--- config.mk ---
export PLATFORM = sky130hd
export DESIGN_NAME = page_table_fifo_translator_core_flat
export DESIGN_NICKNAME = d
export VERILOG_FILES = /design/src/sv/ptft_pkg.sv /design/src/sv/ptft_if.sv /design/src/sv/ptft_xlate.sv /design/src/sv/page_table_fifo_translator_core.sv /design/src/flat_wrapper.sv
export SDC_FILE = /design/constraint.sdc
export NUM_CORES = 1
export LEC_CHECK = 0
export BUFFER_PORTS_ARGS = -buffer_cell sky130_fd_sc_hd__clkbuf_2
export CELL_PAD_IN_SITES_DETAIL_PLACEMENT = 0
export CELL_PAD_IN_SITES_GLOBAL_PLACEMENT = 1
export CORE_MARGIN = 2
export CORE_UTILIZATION = 40
export DETAILED_ROUTE_END_ITERATION = 12
export PLACE_DENSITY = 0.68
export REMOVE_ABC_BUFFERS = 1
export SLEW_MARGIN = 20
export SYNTH_ARGS = -nofsm -noshare
export SYNTH_HDL_FRONTEND = slang
export SYNTH_SLANG_ARGS = --single-unit
--- constraint.sdc ---
create_clock -name clk -period 3.2 [get_ports clk]
set_input_delay 0.48 -clock clk [delete_from_list [all_inputs] [get_ports clk]]
set_output_delay 0.48 -clock clk [all_outputs]
set_load 0.02 [all_outputs]
--- src/sv/ptft_pkg.sv ---
// Shared constants, widths and result type for the page table FIFO translator.
package ptft_pkg;

  localparam int PAGE_BYTES  = 256;
  localparam int PAGE_COUNT  = 8;
  localparam int FRAME_COUNT = 4;

  localparam int ADDR_W     = 16;
  localparam int PHYS_W     = 10;
  localparam int FRAME_OUT_W = 2;
  localparam int COUNT_W    = 32;

  localparam int OFFSET_W   = $clog2(PAGE_BYTES);
  localparam int PAGE_NUM_W = ADDR_W - OFFSET_W;
  localparam int PAGE_W     = (PAGE_COUNT > 1) ? $clog2(PAGE_COUNT) : 1;
  localparam int FRAME_W    = (FRAME_COUNT > 1) ? $clog2(FRAME_COUNT) : 1;
  localparam int FILL_W     = $clog2(FRAME_COUNT + 1);

  typedef struct packed {
    logic [PHYS_W-1:0]      physical_address;
    logic [FRAME_OUT_W-1:0] frame_used;
    logic                   was_hit;
    logic                   was_fault;
    logic                   address_invalid;
    logic [COUNT_W-1:0]     hits_so_far;
    logic [COUNT_W-1:0]     faults_so_far;
  } xlate_result_t;

endpackage

--- src/sv/ptft_if.sv ---
// Valid/ready channel interfaces for translation requests and results.
interface ptft_req_if;
  logic                           valid;
  logic                           ready;
  logic [ptft_pkg::ADDR_W-1:0]    logical_address;

  modport source (output valid, output logical_address, input ready);
  modport sink   (input valid, input logical_address, output ready);
endinterface

interface ptft_rsp_if;
  logic                              valid;
  logic                              ready;
  logic [ptft_pkg::PHYS_W-1:0]       physical_address;
  logic [ptft_pkg::FRAME_OUT_W-1:0]  frame_used;
  logic                              was_hit;
  logic                              was_fault;
  logic                              address_invalid;
  logic [ptft_pkg::COUNT_W-1:0]      hits_so_far;
  logic [ptft_pkg::COUNT_W-1:0]      faults_so_far;

  modport source (output valid, output physical_address, output frame_used, output was_hit,
                  output was_fault, output address_invalid, output hits_so_far,
                  output faults_so_far, input ready);
  modport sink   (input valid, input physical_address, input frame_used, input was_hit,
                  input was_fault, input address_invalid, input hits_so_far,
                  input faults_so_far, output ready);
endinterface

--- src/sv/ptft_xlate.sv ---
// Page table, frame owner table, FIFO replacement and counters; one lookup per cycle.
module ptft_xlate (
  input  logic                            clk,
  input  logic                            rst,
  input  logic                            fire,
  input  logic [ptft_pkg::ADDR_W-1:0]     address,
  output ptft_pkg::xlate_result_t         result
);

  logic [ptft_pkg::PAGE_COUNT-1:0]   page_valid;
  logic [ptft_pkg::FRAME_W-1:0]      page_frame [ptft_pkg::PAGE_COUNT];
  logic [ptft_pkg::FRAME_COUNT-1:0]  owner_valid;
  logic [ptft_pkg::PAGE_W-1:0]       owner_page [ptft_pkg::FRAME_COUNT];
  logic [ptft_pkg::FILL_W-1:0]       filled;
  logic [ptft_pkg::FRAME_W-1:0]      evict_ptr;
  logic [ptft_pkg::COUNT_W-1:0]      hits;
  logic [ptft_pkg::COUNT_W-1:0]      faults;

  logic [ptft_pkg::PAGE_NUM_W-1:0]   page_num;
  logic [ptft_pkg::OFFSET_W-1:0]     offset;
  logic [ptft_pkg::PAGE_W-1:0]       pidx;
  logic                              invalid;
  logic                              hit;
  logic                              full;
  logic [ptft_pkg::FRAME_W-1:0]      frame;
  logic [ptft_pkg::FRAME_W-1:0]      evict_ptr_next;
  logic [ptft_pkg::COUNT_W-1:0]      hits_next;
  logic [ptft_pkg::COUNT_W-1:0]      faults_next;
  logic [ptft_pkg::PAGE_COUNT-1:0]   page_valid_next;

  assign page_num = address[ptft_pkg::ADDR_W-1:ptft_pkg::OFFSET_W];
  assign offset   = address[ptft_pkg::OFFSET_W-1:0];
  assign invalid  = {1'b0, page_num} >= (ptft_pkg::PAGE_NUM_W + 1)'(ptft_pkg::PAGE_COUNT);
  assign pidx     = ptft_pkg::PAGE_W'(page_num);
  assign hit      = page_valid[pidx];
  assign full     = filled == ptft_pkg::FILL_W'(ptft_pkg::FRAME_COUNT);

  always_comb begin
    if (hit) begin
      frame = page_frame[pidx];
    end else if (!full) begin
      frame = ptft_pkg::FRAME_W'(filled);
    end else begin
      frame = evict_ptr;
    end
  end

  assign evict_ptr_next = (evict_ptr == ptft_pkg::FRAME_W'(ptft_pkg::FRAME_COUNT - 1)) ?
                          '0 : evict_ptr + 1'b1;
  assign hits_next   = (hits == '1) ? hits : hits + 1'b1;
  assign faults_next = (faults == '1) ? faults : faults + 1'b1;

  // page valid bits after a miss: drop the previous owner of a recycled frame,
  // then mark the loaded page
  always_comb begin
    page_valid_next = page_valid;
    if (full && owner_valid[evict_ptr]) begin
      page_valid_next[owner_page[evict_ptr]] = 1'b0;
    end
    page_valid_next[pidx] = 1'b1;
  end

  always_comb begin
    result.hits_so_far   = (!invalid && hit) ? hits_next : hits;
    result.faults_so_far = (!invalid && !hit) ? faults_next : faults;
    if (invalid) begin
      result.physical_address = '0;
      result.frame_used       = '0;
      result.was_hit          = 1'b0;
      result.was_fault        = 1'b0;
      result.address_invalid  = 1'b1;
    end else begin
      result.physical_address = ptft_pkg::PHYS_W'({frame, offset});
      result.frame_used       = ptft_pkg::FRAME_OUT_W'(frame);
      result.was_hit          = hit;
      result.was_fault        = !hit;
      result.address_invalid  = 1'b0;
    end
  end

  // control state
  always_ff @(posedge clk) begin
    if (rst) begin
      page_valid  <= '0;
      owner_valid <= '0;
      filled      <= '0;
      evict_ptr   <= '0;
      hits        <= '0;
      faults      <= '0;
    end else if (fire && !invalid) begin
      if (hit) begin
        hits <= hits_next;
      end else begin
        faults <= faults_next;
        if (!full) begin
          filled <= filled + 1'b1;
        end else begin
          evict_ptr <= evict_ptr_next;
        end
        owner_valid[frame] <= 1'b1;
        page_valid         <= page_valid_next;
      end
    end
  end

  // payload tables, qualified by the valid bits above
  always_ff @(posedge clk) begin
    if (fire && !invalid && !hit) begin
      owner_page[frame] <= pidx;
      page_frame[pidx]  <= frame;
    end
  end

endmodule

--- src/sv/page_table_fifo_translator_core.sv ---
// Top level: input register, translation logic and result register.
//
//   channel | dir | payload                                          | accepted when
//   --------+-----+--------------------------------------------------+----------------------
//   req     | in  | logical_address[15:0]                            | req.valid & req.ready
//   rsp     | out | physical_address, frame_used, was_hit, was_fault,| rsp.valid & rsp.ready
//           |     | address_invalid, hits_so_far, faults_so_far      |
//
// One item per cycle sustained while rsp.ready stays high. An accepted address
// sits in the input register; the page/frame table lookup and update then run
// on it and land in the result register together with the state change.
// Synchronous reset leaves every page unloaded, every frame free and both
// counters at zero. A stalled result stays put, as does a full input register;
// req.ready drops only when the input register is full and cannot move forward.
module page_table_fifo_translator_core (
  input logic       clk,
  input logic       rst,
  ptft_req_if.sink  req,
  ptft_rsp_if.source rsp
);

  // input register
  logic                          in_valid;
  logic [ptft_pkg::ADDR_W-1:0]   in_address;

  // result register
  logic                          out_valid;
  ptft_pkg::xlate_result_t       out_result;

  ptft_pkg::xlate_result_t       result;
  logic                          advance;   // input register moves into result register

  assign advance   = in_valid && (!out_valid || rsp.ready);
  assign req.ready = !in_valid || advance;

  always_ff @(posedge clk) begin
    if (rst) begin
      in_valid <= 1'b0;
    end else if (req.ready) begin
      in_valid <= req.valid;
    end
  end

  always_ff @(posedge clk) begin
    if (req.valid && req.ready) begin
      in_address <= req.logical_address;
    end
  end

  // table state commits on the same edge the result is captured
  ptft_xlate u_xlate (
    .clk     (clk),
    .rst     (rst),
    .fire    (advance),
    .address (in_address),
    .result  (result)
  );

  always_ff @(posedge clk) begin
    if (rst) begin
      out_valid <= 1'b0;
    end else if (advance) begin
      out_valid <= 1'b1;
    end else if (rsp.ready) begin
      out_valid <= 1'b0;
    end
  end

  always_ff @(posedge clk) begin
    if (advance) begin
      out_result <= result;
    end
  end

  assign rsp.valid            = out_valid;
  assign rsp.physical_address = out_result.physical_address;
  assign rsp.frame_used       = out_result.frame_used;
  assign rsp.was_hit          = out_result.was_hit;
  assign rsp.was_fault        = out_result.was_fault;
  assign rsp.address_invalid  = out_result.address_invalid;
  assign rsp.hits_so_far      = out_result.hits_so_far;
  assign rsp.faults_so_far    = out_result.faults_so_far;

endmodule

--- src/flat_wrapper.sv ---
// flat-port wrapper written by rule: the top's interface ports become plain ports
module page_table_fifo_translator_core_flat 
  (clk, rst, req_valid, req_logical_address, req_ready, rsp_valid, rsp_physical_address, rsp_frame_used, rsp_was_hit, rsp_was_fault, rsp_address_invalid, rsp_hits_so_far, rsp_faults_so_far, rsp_ready);
  ptft_req_if req_i ();
  ptft_rsp_if rsp_i ();
  input logic clk;
  input logic rst;
  input wire logic [$bits(req_i.valid)-1:0] req_valid;
  input wire logic [$bits(req_i.logical_address)-1:0] req_logical_address;
  output wire logic [$bits(req_i.ready)-1:0] req_ready;
  output wire logic [$bits(rsp_i.valid)-1:0] rsp_valid;
  output wire logic [$bits(rsp_i.physical_address)-1:0] rsp_physical_address;
  output wire logic [$bits(rsp_i.frame_used)-1:0] rsp_frame_used;
  output wire logic [$bits(rsp_i.was_hit)-1:0] rsp_was_hit;
  output wire logic [$bits(rsp_i.was_fault)-1:0] rsp_was_fault;
  output wire logic [$bits(rsp_i.address_invalid)-1:0] rsp_address_invalid;
  output wire logic [$bits(rsp_i.hits_so_far)-1:0] rsp_hits_so_far;
  output wire logic [$bits(rsp_i.faults_so_far)-1:0] rsp_faults_so_far;
  input wire logic [$bits(rsp_i.ready)-1:0] rsp_ready;
  assign req_i.valid = req_valid;
  assign req_i.logical_address = req_logical_address;
  assign req_ready = req_i.ready;
  assign rsp_valid = rsp_i.valid;
  assign rsp_physical_address = rsp_i.physical_address;
  assign rsp_frame_used = rsp_i.frame_used;
  assign rsp_was_hit = rsp_i.was_hit;
  assign rsp_was_fault = rsp_i.was_fault;
  assign rsp_address_invalid = rsp_i.address_invalid;
  assign rsp_hits_so_far = rsp_i.hits_so_far;
  assign rsp_faults_so_far = rsp_i.faults_so_far;
  assign rsp_i.ready = rsp_ready;
  page_table_fifo_translator_core u_core (.clk(clk), .rst(rst), .req(req_i), .rsp(rsp_i));
endmodule
==> Word-level counts from Yosys, hierarchy flattened <==
Memory sizes are Yosys's and may differ from the RTL's. A register that Yosys moved wholly into a read port is not among the register bits.
Index checks and enable logic that the tools add are counted.
{ "word_totals": {"ff_bits": 178, "mem_bits_rw": 28, "output_inout_bits": 81, "wordCells": 87, "n_memories": 2} }
{ "mem_list": {"columns": ["memory", "depth", "word_bits", "read_ports", "rd_ports_with_merged_regs", "write_ports", "line_no", "source"], "rows": [
  ["u_core.u_xlate.page_frame", 8, 2, 1, 1, 1, "ptft_xlate.sv:11", "logic [ptft_pkg::FRAME_W-1:0] page_frame [ptft_pkg::PAGE_COUNT];"],
  ["u_core.u_xlate.owner_page", 4, 3, 1, 1, 1, "ptft_xlate.sv:13", "logic [ptft_pkg::PAGE_W-1:0] owner_page [ptft_pkg::FRAME_COUNT];"]
]} }
{ "classes": {"add_sub_neg": 4, "magnitude_cmp": 8, "n_eq_ne": 4, "n_mux": 26, "bitwise_logic": 6, "n_reduce_logical": 21} }
{ "op_table": {"columns": ["cell", "count"], "rows": [
  ["$mux W32", 4],
  ["$add A32 B1 Y32 const B", 2],
  ["$eq A32 B32 Y1 const B", 2],
  ["$logic_and A1 B1 Y1", 10],
  ["$mux W1", 10],
  ["$mux W2", 5],
  ["$and A8 B8 Y8", 1],
  ["$ge A8 B4 Y1 const B", 1],
  ["$lt A3 B4 Y1 const B", 2],
  ["$mux W8", 1],
  ["$not A8 Y8", 1],
  ["$or A8 B8 Y8", 1],
  ["$demux W1 S3", 2],
  ["$ge A3 B1 Y1 const B", 2],
  ["$lt A2 B3 Y1 const B", 2],
  ["$reduce_and A3 Y1", 2],
  ["$logic_not A1 Y1", 4],
  ["$or A4 B4 Y4", 1],
  ["$reduce_and A2 Y1", 2],
  ["$add A3 B1 Y3 const B", 1],
  ["$bmux W1 S3", 1],
  ["$eq A3 B3 Y1 const B", 1],
  ["$mux W3", 1],
  ["$add A2 B1 Y2 const B", 1],
  ["other kinds (7)", 9]
]} }

==> Depth between registers and ports, before layout <==
Gate-level depths: netlist of the first run.
{ "depth": {"depth_word": 8, "ltp_mapped": 9, "depth_no_buf": 7} }

==> Cells and area by module <==
Synthesis of the first run repeated with hierarchy kept, for this count alone.
{ "hier_totals": {"cells_unflattened": 861, "hier_area_um2": 9685.5} }
{ "by_module_without_submodules": {"columns": ["module", "n_inst", "cells_each", "area_each_um2"], "rows": [
  ["ptft_xlate", 1, 756, 6729.0],
  ["page_table_fifo_translator_core", 1, 105, 2956.6]
]} }

==> Worst setup path before layout of the first run <==
No wires, ideal clock.
{ "synth_timing": {"path_kind": "input -> register", "from": "in rsp_ready", "to": "reg u_core.u_xlate.hits[27] (netlist bit)", "arrival_time_ps": 2880, "required_ps": 3079, "setup_slack_ps": 199, "path_stages": 6, "n_path_buf": 0, "path_cell_list": "nand2b_1 > nand2_1 > inv_1 > nand3_1 > nor2_1 > mux2_2"} }
{ "synth_between": {"elab_chain_cells": 4} }
{ "synth_rtl": {"columns": ["element", "line_no", "source"], "rows": [
  ["from (decl)", "flat_wrapper.sv:19", "input wire logic [$bits(rsp_i.ready)-1:0] rsp_ready;"],
  ["$logic_or A1 B1 Y1", "page_table_fifo_translator_core.sv:33", "assign advance = in_valid && (!out_valid || rsp.ready);"],
  ["$logic_and A1 B1 Y1", "page_table_fifo_translator_core.sv:33", null],
  ["net u_core.advance", "page_table_fifo_translator_core.sv:31", "logic advance;"],
  ["$logic_and A1 B1 Y1", "ptft_xlate.sv:90", "end else if (fire && !invalid) begin"],
  ["$reduce_and A2 Y1 (no source line)", null, null],
  ["to (signal assigned)", "ptft_xlate.sv:92", "hits <= hits_next;"],
  ["to (decl)", "ptft_xlate.sv:16", "logic [ptft_pkg::COUNT_W-1:0] hits;"]
]} }
The timed path passes the listed nets, and every way through them passes these cells.
A chain may end at the register's enable or synchronous reset.

==> impl_metrics.csv, run 1 <==
group,metric,value,unit
run_status,outcome,"finished, final reports clean",
layout,stdcell_area,11000,sq um
route,wl,20000,microns
global_routing,grt_max_degree,56,
cts,cts_tree,"built",
sta,maxSlewViolCount,0,
global_routing,overflow,0,
logic_synthesis,synth_most_common_cell,"edfxtp_1",
place,place.gp.congestion,0.762,
min_path,min_path_type,"primary input to flip-flop",
logic_synthesis,synth_commonest_cells,"121 x edfxtp_1, 107 x nor2_1, 88 x dfxtp_1",
cts,cts_buffers,23,
worst_setup_path,critical_path.startpoint_type,"flip-flop",
sta,fin_skew,0.00900,ns
sta,max_freq,0.351,GHz
job,drv_cap,0,
logic_synthesis,ys_types,52,
logic_synthesis,ys_ff_latch,209,
route,drc,0,
cts,clock-sinks,209,
worst_setup_path,endpoint_kind,"flip-flop",
logic_synthesis,postSynthCellCount,839,
cts,htreeDepth,1,
sta,worst_slack,0.351,ns
logic_synthesis,avgSynthCellArea,11.1,sq um
worst_setup_path,worstPathCellList,"mux2i_1 -> o32ai_2 -> nor2_1 -> and3_1 -> nand4_1 -> xnor2_1",
route,drt_pass1_iterations,5,
place,placed_cell_area,10100,sq um
logic_synthesis,synth_top_cell_area_share,39.0,%
cts,clkLatencyLatePin,0.51,ns
place,port_buffers,100,
layout,num_antenna_cells,0,
route,drt_first_iter_violations,460,
cts,clk_root_buffer_cell,"clkbuf_16",
place,pre_cts_slack,0.309,ns
layout,syn_to_final_growth,17.8,%
cts,cts_setup_buffers,0,
sta,rsz0062_at_grt,"false",
cts,clk_pin_slew,0.06,ns
worst_setup_path,cp.required,3.46,ns
global_routing,grt_first_pass_wirelength,32100,microns
worst_setup_path,path_max_fanout,22,
worst_setup_path,slowest_stage,"and3_1",
logic_synthesis,async_flop_share,0,%
sta,relSlewSlack,36.9,%
sta,hold_violations,0,
worst_setup_path,cp_top_family,"simple AND/OR/NAND/NOR gates",
logic_synthesis,synth_top_cells_by_area,"edfxtp_1 39%, dfxtp_1 19%, xnor2_1 5.9%",
layout,utilization,48.1,%
route,viasPerCell,4.95,
worst_setup_path,reg2reg_slack,0.35,ns
logic_synthesis,synth_edf_count,121,
route,via_count,6254,
worst_setup_path,cp_num_buf_inv,0,
cts,postCtsHoldBufs,0,
global_routing,grt_usage,16.4,%
floorplan,io_pins,101,
worst_setup_path,arrival,3.10,ns
worst_setup_path,crit_type,"flip-flop to flip-flop",
layout,drive_gt1_share,19.7,%
sta,setup_viol,0,
sta,tightest_slew,0.946,ns
power,p_leak,3.99,nW
floorplan,die_w,157,microns
logic_synthesis,synth.largest_area_cell,"edfxtp_1",
cts,clock_path_buffers,3,
route,wl_per_cell,15.9,microns
layout,final_nets,960,
power,totalPowerFinal,0.00604,W
worst_setup_path,critPathMaxStageDelay,0.82,ns
floorplan,rows,55,
power,peakVddDrop,330,uV
power,power_density,551,nW/um^2
sta,finalSetupTns,0,ns
logic_synthesis,yosysSeqAreaShare,57.9,%
sta,period_needed,2.85,ns
floorplan,dieArea,24500,sq um
floorplan,core_area,22800,sq um
floorplan,die_y,157,microns
cts,cts_resized,0,
logic_synthesis,synth_warnings,0,
route,detail-route-antenna-nets,0,
logic_synthesis,synth.cell_area,9310,sq um
place,hpwl,13600,microns
global_routing,grt_pass1_vias,5993,
floorplan,initial_core_util,40.9,%
global_routing,antenna_found_initial,0,
logic_synthesis,synth_ff_type,"edfxtp_1",
sta,period_share,89.0,%
## flip-flops by register name, summed over array words and instances, names as in the netlist, named ones only
name                         flops
u_core.rsp.faults_so_far        32
u_core.rsp.hits_so_far          32
u_core.u_xlate.faults           32
u_core.u_xlate.hits             32
u_core.in_address               16
u_core.u_xlate.page_frame       16
u_core.u_xlate.owner_page       12
u_core.rsp.physical_address      8
u_core.u_xlate.page_valid        8
u_core.u_xlate.owner_valid       4
u_core.u_xlate.filled            3
u_core.rsp.frame_used            2
u_core.u_xlate.evict_ptr         2
u_core.in_valid                  1
u_core.rsp.address_invalid       1
u_core.rsp.valid                 1
u_core.rsp.was_fault             1
u_core.rsp.was_hit               1
## kinds of logic (layout without fill, tap and decap cells)
| group | Yosys count | after routing | synth area share, % |
|---|---|---|---|
| and+or+nand+nor | 372 | 372 | 20.5 |
| buffers and inverters | 62 | 174 | 2.98 |
| adders and majority gates | 5 | 5 | 0.672 |
| DFF | 209 | 209 | 57.9 |
| muxes | 25 | 25 | 3.84 |
| AOI/OAI and AO/OA | 54 | 54 | 3.51 |
| xor gates and xnor gates | 112 | 112 | 10.5 |
## power breakdown
part / total [W] / switching [W] / internal, W
Combinational: 0.000214 / 0.000148 / 0.0000651
Clock: 0.00289 / 0.00107 / 0.00182
Sequential: 0.00293 / 0.0000309 / 0.00290
Total: 0.00604 / 0.00125 / 0.00479
## worst paths after layout
kind,start,end,cells past startpoint
worst min register to register,u_core.u_xlate.owner_valid[2],u_core.u_xlate.owner_valid[2],1
worst min-delay path,req_logical_address[13],u_core.in_address[13],1
worst max-delay path,u_core.in_address[8],u_core.rsp.faults_so_far[18],6
worst max register to register,u_core.in_address[8],u_core.rsp.faults_so_far[18],6
## layout make-up
cell class                      count  area, sq um
Clock inverter                     16          235
Tap cell                          313          392
Fill cell                        2094        11800
Multi-Input combinational cell    568         3650
Sequential cell                   209         5400
Timing Repair Buffer              113          623
Inverter                           20         76.3
Clock buffer                       25          593
## through the flow
| step | std cells | hold WS, ns |
|---|---|---|
| 3_3_place_gp | 1223 | 0.458 |
| 5_1_grt | 1264 | 0.127 |
| 4_1_cts | 1264 | 0.126 |
| 2_1_floorplan | 797 | 0.435 |
| 3_5_place_dp | 1223 | 0.466 |
| 6_report | 1264 | 0.150 |
## cell usage in the layout (no fill, tap or decap), drive strengths merged, types with 3 or more instances in the layout
master and n:
edfxtp 121, a21oi 25, and2 14, o21ba 3
o21ai 19, inv 19, and4 10, mux4 8
clkbuf 125, nor2 108, nor4 13, nand2 64
xor2 49, nand4 18, nand4b 3, buf 13
nand3 54, clkinv 10, nor2b 4, mux2i 11
nand3b 4, or3 10, bufinv 6, xnor2 63
ha 5, mux2 6, nor3 35, dfxtp 88
or2 5, and3 22
## layer usage
| layer | up-vias | GRT usage [%] | part of all wire, % |
|---|---|---|---|
| met5 | - | 0 | 0 |
| met4 | 0 | 4.54 | 2.0 |
| met3 | 28 | 2.58 | 4.7 |
| met2 | 135 | 25.6 | 45 |
| met1 | 2939 | 23.6 | 49 |
| li1 | 3152 | - | - |
No activity file was read; power rests on OpenSTA's default activity.
==> run 2, diff against run 1 <==
- PLACE_DENSITY: 0.68 -> 0.78
==> run 2 against run 1 <==
Against the previous run:
- power fell by 5.4%
- via count rose by 1.5%
- non-clock buffer count shrank 1
- clock skew rose by 0.0044 ns
- sequential share of layout area is 0.53 points higher
- register-to-register slack got worse by 0.02 ns
- maximum frequency down 0.77%
- final cell count fell by 0.32%
- global-route usage down 0.23 points
==> impl_metrics.csv, run 2 (synthesis gave the netlist of run 1 again) <==
group,metric,value,unit
route,detail-route-antenna-nets,0,
worst_setup_path,arrival,3.12,ns
min_path,min_path_type,"primary input to flip-flop",
global_routing,grt_first_pass_wirelength,31700,microns
cts,clk_pin_slew,0.06,ns
sta,max_freq,0.348,GHz
layout,fillers,2072,
layout,final_cells,1260,
job,drv_cap,0,
floorplan,io_pins,101,
route,via_count,6349,
layout,final_common_cell,"edfxtp_1",
run_status,outcome,"finished, final reports clean",
floorplan,core_area,22800,sq um
layout,num_antenna_cells,0,
floorplan,rows,55,
min_path,hp-start,"req_logical_address[1]",
cts,cts_setup_buffers,0,
cts,cts_resized,0,
route,drt_pass1_iterations,4,
cts,clock-sinks,209,
cts,cts_buffers,22,
sta,maxSlewViolCount,0,
worst_setup_path,critical_path.startpoint_type,"flip-flop",
layout,stdcell_area,10900,sq um
route,viasPerCell,5.04,
floorplan,die_y,157,microns
layout,utilization,47.6,%
sta,relSlewSlack,40.6,%
sta,rsz0062_at_grt,"false",
layout,layout_common_cells,"121 x edfxtp_1, 107 x nor2_1, 100 x clkbuf_2, 88 x dfxtp_1, 64 x nand2_1",
sta,hold_violations,0,
global_routing,grt_pass1_vias,6126,
global_routing,grt_usage,16.1,%
floorplan,dieArea,24500,sq um
worst_setup_path,crit_type,"flip-flop to flip-flop",
cts,clk_root_buffer_cell,"clkbuf_16",
place,hpwl,13600,microns
sta,setup_viol,0,
place,placed_cell_area,10100,sq um
sta,fin_skew,0.0134,ns
cts,clock_path_buffers,3,
power,peakVddDrop,266,uV
cts,clkLatencyLatePin,0.51,ns
power,power_density,527,nW/um^2
power,p_leak,3.92,nW
route,drc,0,
global_routing,grt_max_degree,49,
cts,postCtsHoldBufs,0,
worst_setup_path,cp-startpoint,"u_core.in_address[9]",
worst_setup_path,cp.required,3.45,ns
sta,period_needed,2.87,ns
sta,period_share,89.7,%
route,wl_per_cell,15.6,microns
sta,finalSetupTns,0,ns
worst_setup_path,path_max_fanout,22,
layout,final_nets,958,
worst_setup_path,rr_startpoint,"u_core.in_address[9]",
layout,drive_gt1_share,18.8,%
sta,tightest_slew,0.891,ns
global_routing,antenna_found_initial,0,
floorplan,die_w,157,microns
cts,htreeDepth,1,
layout,syn_to_final_growth,16.5,%
route,drt_first_iter_violations,387,
cts,cts_tree,"built",
place,port_buffers,100,
route,wl,19700,microns
floorplan,initial_core_util,40.9,%
global_routing,overflow,0,
place,dp_cells,1222,
place,place.gp.congestion,0.803,
worst_setup_path,endpoint_kind,"flip-flop",
## run 2: changes by cell type in the layout (fill, tap and decap cells not counted)
cell / before / now
clkbuf_1: 1 / 5
clkinv_4: 1 / 0
buf_4: 11 / 10
clkinv_1: 1 / 2
clkbuf_8: 1 / 0
bufinv_16: 6 / 3
clkinv_2: 8 / 5
## run 2: cell type report
type	instances	area [sq um]	area share [%]
sequential	209	5400	49.7
multi-input combinational	568	3650	33.7
timing repair buffer	112	616	5.67
clock buffer	28	594	5.48
tap	313	392	3.61
clock inverter	10	125	1.15
inverter	20	76.3	0.703
## run 2: path summary, 6_finish.rpt
path	to	slack [ns]	cells after the start
setup / recovery	u_core.rsp.faults_so_far[18]	0.33	6
hold / removal	u_core.in_address[1]	0.15	1
setup reg to reg	u_core.rsp.faults_so_far[18]	0.33	6
hold reg to reg	u_core.u_xlate.owner_valid[3]	0.48	2
## run 2: through the flow
step           hold WS [ns]  total power, W  worst slack [ns]
6_report              0.146         0.00571             0.328
3_5_place_dp          0.464         0.00321             0.288
3_3_place_gp          0.452         0.00320             0.422
2_1_floorplan         0.435         0.00310            -0.787
5_1_grt               0.129         0.00590            0.0816
4_1_cts               0.126         0.00577             0.290
## run 2: where the power goes
part / total [W] / switching [W] / internal [W]
combinational: 0.000213 / 0.000148 / 0.0000650
sequential: 0.00293 / 0.0000320 / 0.00290
clock: 0.00257 / 0.00102 / 0.00155
## run 2: worst max-delay path: stages, from the launching register on
cell	delay, ns
edfxtp_1	0.71
mux2i_1	0.34
o32ai_2	0.15
nor2_1	0.25
and3_1	0.79
nand4_1	0.20
xnor2_1	0.17
## run 2: layer usage
metal	part of all wire, %	vias up	global-route usage, %
met5	0	-	0
met3	4.3	33	2.60
met2	45	134	25.3
met1	48	3043	22.7
met4	2.5	0	5.55
li1	-	3139	-
